**src/rtl/linear_probe_hash_set_top_macros.svh**
```systemverilog
// ----------------------------------------------------------------------------
// Hash set assertion macros
// Shared concurrent assertion forms, clocked on clk and quiet in reset.
// ----------------------------------------------------------------------------
`ifndef LINEAR_PROBE_HASH_SET_TOP_MACROS_SVH
`define LINEAR_PROBE_HASH_SET_TOP_MACROS_SVH

// same-cycle implication
`define LPHS_ASSERT_IMP(lbl, ante, cons) \
  lbl: assert property (@(posedge clk) disable iff (!rst_n) (ante) |-> (cons)) \
    else $error("hash set assertion failed");

// next-cycle implication
`define LPHS_ASSERT_NXT(lbl, ante, cons) \
  lbl: assert property (@(posedge clk) disable iff (!rst_n) (ante) |=> (cons)) \
    else $error("hash set assertion failed");

`endif

```
**src/rtl/lphs_pkg.sv**
```systemverilog
// ----------------------------------------------------------------------------
// Hash set package
// Field widths, request and status codes, register indexes and beat types.
// ----------------------------------------------------------------------------
`default_nettype none

package lphs_pkg;

  localparam int unsigned KEY_IN_W  = 32;
  localparam int unsigned REQ_W     = 2;
  localparam int unsigned STATUS_W  = 3;
  localparam int unsigned SLOT_W    = 10;
  localparam int unsigned SIZE_W    = 11;
  localparam int unsigned LIMIT_W   = 7;

  localparam int unsigned TABLE_DEPTH_DEF = 1024;
  localparam int unsigned KEY_WIDTH_DEF   = 32;
  localparam int unsigned MAX_PROBE_LIMIT = 64;

  localparam int unsigned SIZE_MAX  = (2 ** SIZE_W) - 1;
  localparam int unsigned LIMIT_MAX = (2 ** LIMIT_W) - 1;
  localparam int unsigned LIMIT_CAP =
    (MAX_PROBE_LIMIT > LIMIT_MAX) ? LIMIT_MAX : MAX_PROBE_LIMIT;

  localparam logic [SIZE_W-1:0]  SIZE_RESET  = SIZE_W'(1021);
  localparam logic [LIMIT_W-1:0] LIMIT_RESET = LIMIT_W'(16);

  localparam logic [REQ_W-1:0] REQ_LOOKUP = 2'd0;
  localparam logic [REQ_W-1:0] REQ_INSERT = 2'd1;
  localparam logic [REQ_W-1:0] REQ_CLEAR  = 2'd2;

  localparam logic [STATUS_W-1:0] ST_INSERTED  = 3'd0;
  localparam logic [STATUS_W-1:0] ST_PRESENT   = 3'd1;
  localparam logic [STATUS_W-1:0] ST_FOUND     = 3'd2;
  localparam logic [STATUS_W-1:0] ST_NOT_FOUND = 3'd3;
  localparam logic [STATUS_W-1:0] ST_NEED_GROW = 3'd4;
  localparam logic [STATUS_W-1:0] ST_CLEARED   = 3'd5;
  localparam logic [STATUS_W-1:0] ST_ZERO_KEY  = 3'd6;

  localparam logic CFG_TABLE_SIZE  = 1'b0;
  localparam logic CFG_PROBE_LIMIT = 1'b1;

  typedef struct packed {
    logic [REQ_W-1:0]    req_type;
    logic [KEY_IN_W-1:0] key;
  } req_t;

  typedef struct packed {
    logic [STATUS_W-1:0] status;
    logic [SLOT_W-1:0]   slot;
  } res_t;

endpackage

`default_nettype wire

```
**src/rtl/lphs_mod.sv**
```systemverilog
// ----------------------------------------------------------------------------
// Hash set modulo unit
// Restoring bit-serial remainder, one dividend bit per cycle.
// ----------------------------------------------------------------------------
`default_nettype none

module lphs_mod #(
  parameter int unsigned KEY_WIDTH = lphs_pkg::KEY_WIDTH_DEF
) (
  input  wire logic                        clk,
  input  wire logic                        rst_n,
  input  wire logic                        start_i,
  input  wire logic [KEY_WIDTH-1:0]        dividend_i,
  input  wire logic [lphs_pkg::SIZE_W-1:0] divisor_i,
  output logic                             done_o,
  output logic      [lphs_pkg::SIZE_W-1:0] rem_o
);

  import lphs_pkg::*;

  localparam int unsigned CNT_W = $clog2(KEY_WIDTH);

  logic                 busy_r;
  logic                 done_r;
  logic [CNT_W-1:0]     cnt_r;
  logic [KEY_WIDTH-1:0] sh_r;
  logic [SIZE_W-1:0]    div_r;
  logic [SIZE_W-1:0]    rem_r;
  logic [SIZE_W:0]      trial;
  logic [SIZE_W:0]      diff;
  logic [SIZE_W-1:0]    rem_nxt;

  always_comb begin
    trial = {rem_r, sh_r[KEY_WIDTH-1]};
    diff  = trial - {1'b0, div_r};
    if (trial >= {1'b0, div_r}) begin
      rem_nxt = diff[SIZE_W-1:0];
    end else begin
      rem_nxt = trial[SIZE_W-1:0];
    end
  end

  always_ff @(posedge clk) begin
    if (!rst_n) begin
      busy_r <= 1'b0;
      done_r <= 1'b0;
      cnt_r  <= '0;
    end else if (start_i) begin
      busy_r <= 1'b1;
      done_r <= 1'b0;
      cnt_r  <= CNT_W'(KEY_WIDTH - 1);
    end else if (busy_r) begin
      cnt_r <= cnt_r - 1'b1;
      if (cnt_r == '0) begin
        busy_r <= 1'b0;
        done_r <= 1'b1;
      end
    end else begin
      done_r <= 1'b0;
    end
  end

  always_ff @(posedge clk) begin
    if (start_i) begin
      sh_r  <= dividend_i;
      div_r <= divisor_i;
      rem_r <= '0;
    end else if (busy_r) begin
      sh_r  <= {sh_r[KEY_WIDTH-2:0], 1'b0};
      rem_r <= rem_nxt;
    end
  end

  assign done_o = done_r;
  assign rem_o  = rem_r;

endmodule

`default_nettype wire

```
**config.mk**
```make
export PLATFORM = sky130hd
export DESIGN_NAME = lphs_mod
export DESIGN_NICKNAME = d
export VERILOG_FILES = /design/src/rtl/linear_probe_hash_set_top_macros.svh /design/src/rtl/lphs_pkg.sv /design/src/rtl/lphs_mod.sv
export SDC_FILE = /design/constraint.sdc
export NUM_CORES = 1
export LEC_CHECK = 0
export BUFFER_PORTS_ARGS = -buffer_cell sky130_fd_sc_hd__buf_2
export CAP_MARGIN = 20
export CORE_ASPECT_RATIO = 0.75
export CORE_UTILIZATION = 35
export CTS_CLUSTER_SIZE = 40
export DETAILED_ROUTE_END_ITERATION = 8
export PLACE_DENSITY = 0.57
export SYNTH_ARGS = -nofsm -noshare
export SYNTH_HDL_FRONTEND = slang
export SYNTH_SLANG_ARGS = --single-unit
```
**constraint.sdc**
```tcl
create_clock -name clk -period 4.34 [get_ports clk]
set_clock_uncertainty 0.1 [all_clocks]
set_input_delay 0.217 -clock clk [delete_from_list [all_inputs] [get_ports clk]]
set_output_delay 0.217 -clock clk [all_outputs]
set_load 0.02 [all_outputs]
```
==> flow_summary.toml <==
[outcome]
status = "complete, no violations"

[layout]
syn_to_final_growth_pct = 26.2
diodes = 0
stdcell_area_um2 = 3830
final_util_pct = 45.5
drive_gt1_share_pct = 33.7
nets = 384

[drt]
wire_per_inst_um = 14.3
drt_iter0_drc = 78
drc = 0
viasPerCell = 4.80
ant_nets = 0
wl_um = 6270
dr.pass1.iters = 4
vias = 2098

[clock_network]
root_buffer = "clkbuf_16"
clkSinkCount = 61
numCtsBuffers = 9
clockBufferDepth = 2
cts_resized = 0
htreeDepth = 3
cts_tree = "yes"
post_cts_buffers = 0
insertion_delay_ps = 320
clkTransAtPathRegs_ps = 50

[grt]
antenna_found_initial = 0
grt_pass1_vias = 2087
grt_remaining_overflow = 0
grt_max_degree = 42
grt_pass1_wl_um = 10300
groute.usage.overall_pct = 15.8

[synth]
synth_top_area_share_pct = 42.6
ys_top_cells_by_count = "edfxtp_1 (43), mux2_2 (33), inv_1 (19)"
ys_ff_latch = 61
yosysWarnings = 0
syn_inst = 250
synth.avg_cell_area_um2 = 12.1
async_flop_share_pct = 0
synth_edf_count = 43
synth.most_common_cell = "edfxtp_1"
synthTopCellsByArea = "edfxtp_1 (43%), mux2_2 (12%), dfxtp_1 (12%)"
synth_top_cell_by_area = "edfxtp_1"
ys_seq_area_share_pct = 54.5
synth_cell_types = 45
ys.flop_type = "edfxtp_1"
syn_nets = 310
synthesis.area_um2 = 3030

[floorplan]
die_w_um = 109
die_area_um2 = 9040
row_count = 29
start_util_pct = 36.0
io_pins = 58
core_region_area_um2 = 8420
die_h_um = 82.6

[power]
p_switching_mw = 0.363
p_sw_share_pct = 23.0
combPwrFrac_pct = 12.2
ir_drop_v = 0.000242
p_leak_nw = 1.60
finalPower_mw = 1.58
power_frac_clock_pct = 43.3
power.density_nw_per_um2 = 413
p_int_mw = 1.22
power_frac_seq_pct = 44.6

[setup_path]
path_cells = "inv_1 -> ha_1 -> fa_1 -> nand2b_2 -> o2bb2ai_2 -> a211o_1 -> and2_1 -> or3b_1 -> a311oi_2"
cp_top_family = "simple AND/OR/NAND/NOR gates"
cpPeakStageDelay_ps = 420
crit_fanout = 8
cpMaxStageDelayCell = "or3b_1"
crit_buf_inv = 1
worstSetupPathType = "register to register"
required_ps = 4470
cp-start-kind = "register"
crit_path_end_kind = "register"
crit_arrival_ps = 2940

[timing]
hold_violations = 0
fmax_ghz = 0.356
max_slew_margin_pct = 41.0
worstMarginPinSlew_ps = 885
whs_ps = 81.1
setup_viol = 0
rsz0062_at_grt = "false"
fin_crit_ps = 2810
period_share_pct = 64.7
drv_slew = 0
setup-tns-final_ps = 0

[worst_hold_path]
hold_class = "input port to register"

[placement]
portBuffers = 57
gp_congestion = 0.812
hpwlAfterDp_um = 4400
dpl_cell_area_um2 = 3430

[flow_run]
drv_cap = 0
==> worst reg2reg max path, cell delays in order, from the launching register on <==
cell       delay (ps)
edfxtp_1          350
inv_1              50
ha_1              220
fa_1              390
nand2b_2          210
o2bb2ai_2         140
a211o_1           360
and2_1            250
or3b_1            420
a311oi_2          230
==> state kept, by name, summed over array words and instances, names as in the netlist <==
signal,count
busy_r,1
rem_o,11
cnt_r,5
sh_r,32
done_o,1
div_r,11
==> power by group through the flow <==
stage / clock [mW] / sequential [mW] / combinational, mW
final: 0.684 / 0.705 / 0.192
after global routing: 0.725 / 0.712 / 0.217
after CTS: 0.702 / 0.705 / 0.195
after detailed placement: 0 / 0.716 / 0.185
after global placement: 0 / 0.715 / 0.185
after floorplan: 0 / 0.712 / 0.129
==> logic make-up (layout without fill, tap and decap cells) <==
group / after synthesis / count (layout) / synth area share (%)
AOI/OAI and AO/OA: 56 / 56 / 12.5
buffers and inverters: 26 / 105 / 3.47
muxes: 34 / 34 / 12.6
adders and majority gates: 14 / 14 / 6.03
DFF: 61 / 61 / 54.5
xor gates and xnor gates: 8 / 8 / 2.31
and+or+nand+nor: 51 / 51 / 8.63
==> per-layer routing <==
metal	vias up	part of all wire [%]	global-route usage, %
met1	964	51	20.6
met3	8	6.7	5.97
met5	-	0	0
met4	0	1.4	7.47
met2	53	41	23.1
li1	1073	-	-
==> cell usage in the layout, fill, tap and decap left out, types with 2 or more instances in the layout <==
cell / n
clkbuf_1: 2
clkbuf_16: 9
or3_1: 2
nand4_1: 2
nand2_1: 14
a22o_1: 3
nor2_1: 14
nand2b_1: 2
clkinv_2: 2
mux2_2: 33
a211oi_1: 2
xnor2_1: 4
buf_2: 57
xor2_1: 4
o21ai_0: 14
ha_1: 13
a21o_1: 2
dfxtp_1: 18
dlygate4sd3_1: 11
a21oi_1: 15
inv_1: 19
o21a_1: 9
buf_4: 2
edfxtp_1: 43
nor2b_1: 3
nor3_1: 3
and2_1: 2
==> through the flow <==
step	setup slack [ps]	cells
CTS	1530	437
global placement	1590	410
floorplan	1610	250
global route	1390	437
detailed placement	1570	410
finish	1530	437
==> path summary, 6_finish.rpt <==
| kind | start | end | slack (ps) | cells past startpoint |
|---|---|---|---|---|
| setup / recovery | sh_r[31]$_DFFE_PP_ | rem_o[6]$_SDFFE_PP0P_ | 1530 | 9 |
| hold / removal | dividend_i[0] | sh_r[0]$_SDFFCE_PN0P_ | 80 | 2 |
| setup reg to reg | sh_r[31]$_DFFE_PP_ | rem_o[6]$_SDFFE_PP0P_ | 1530 | 9 |
| hold reg to reg | done_o$_SDFFE_PP0P_ | done_o$_SDFFE_PP0P_ | 340 | 2 |
==> layout make-up <==
type	instances	area [um^2]
Clock buffer	11	233
Timing Repair Buffer	70	410
Multi-Input combinational cell	163	1270
Tap cell	108	135
Sequential cell	61	1650
Fill cell	812	4590
Inverter	19	71.3
Clock inverter	5	51.3
==> timing repair <==
item	CTS	global route
endpoints found under the hold margin	11	0
setup endpoints to repair	0	0
hold buffers	11	0
(Power assumes the default switching activity.)
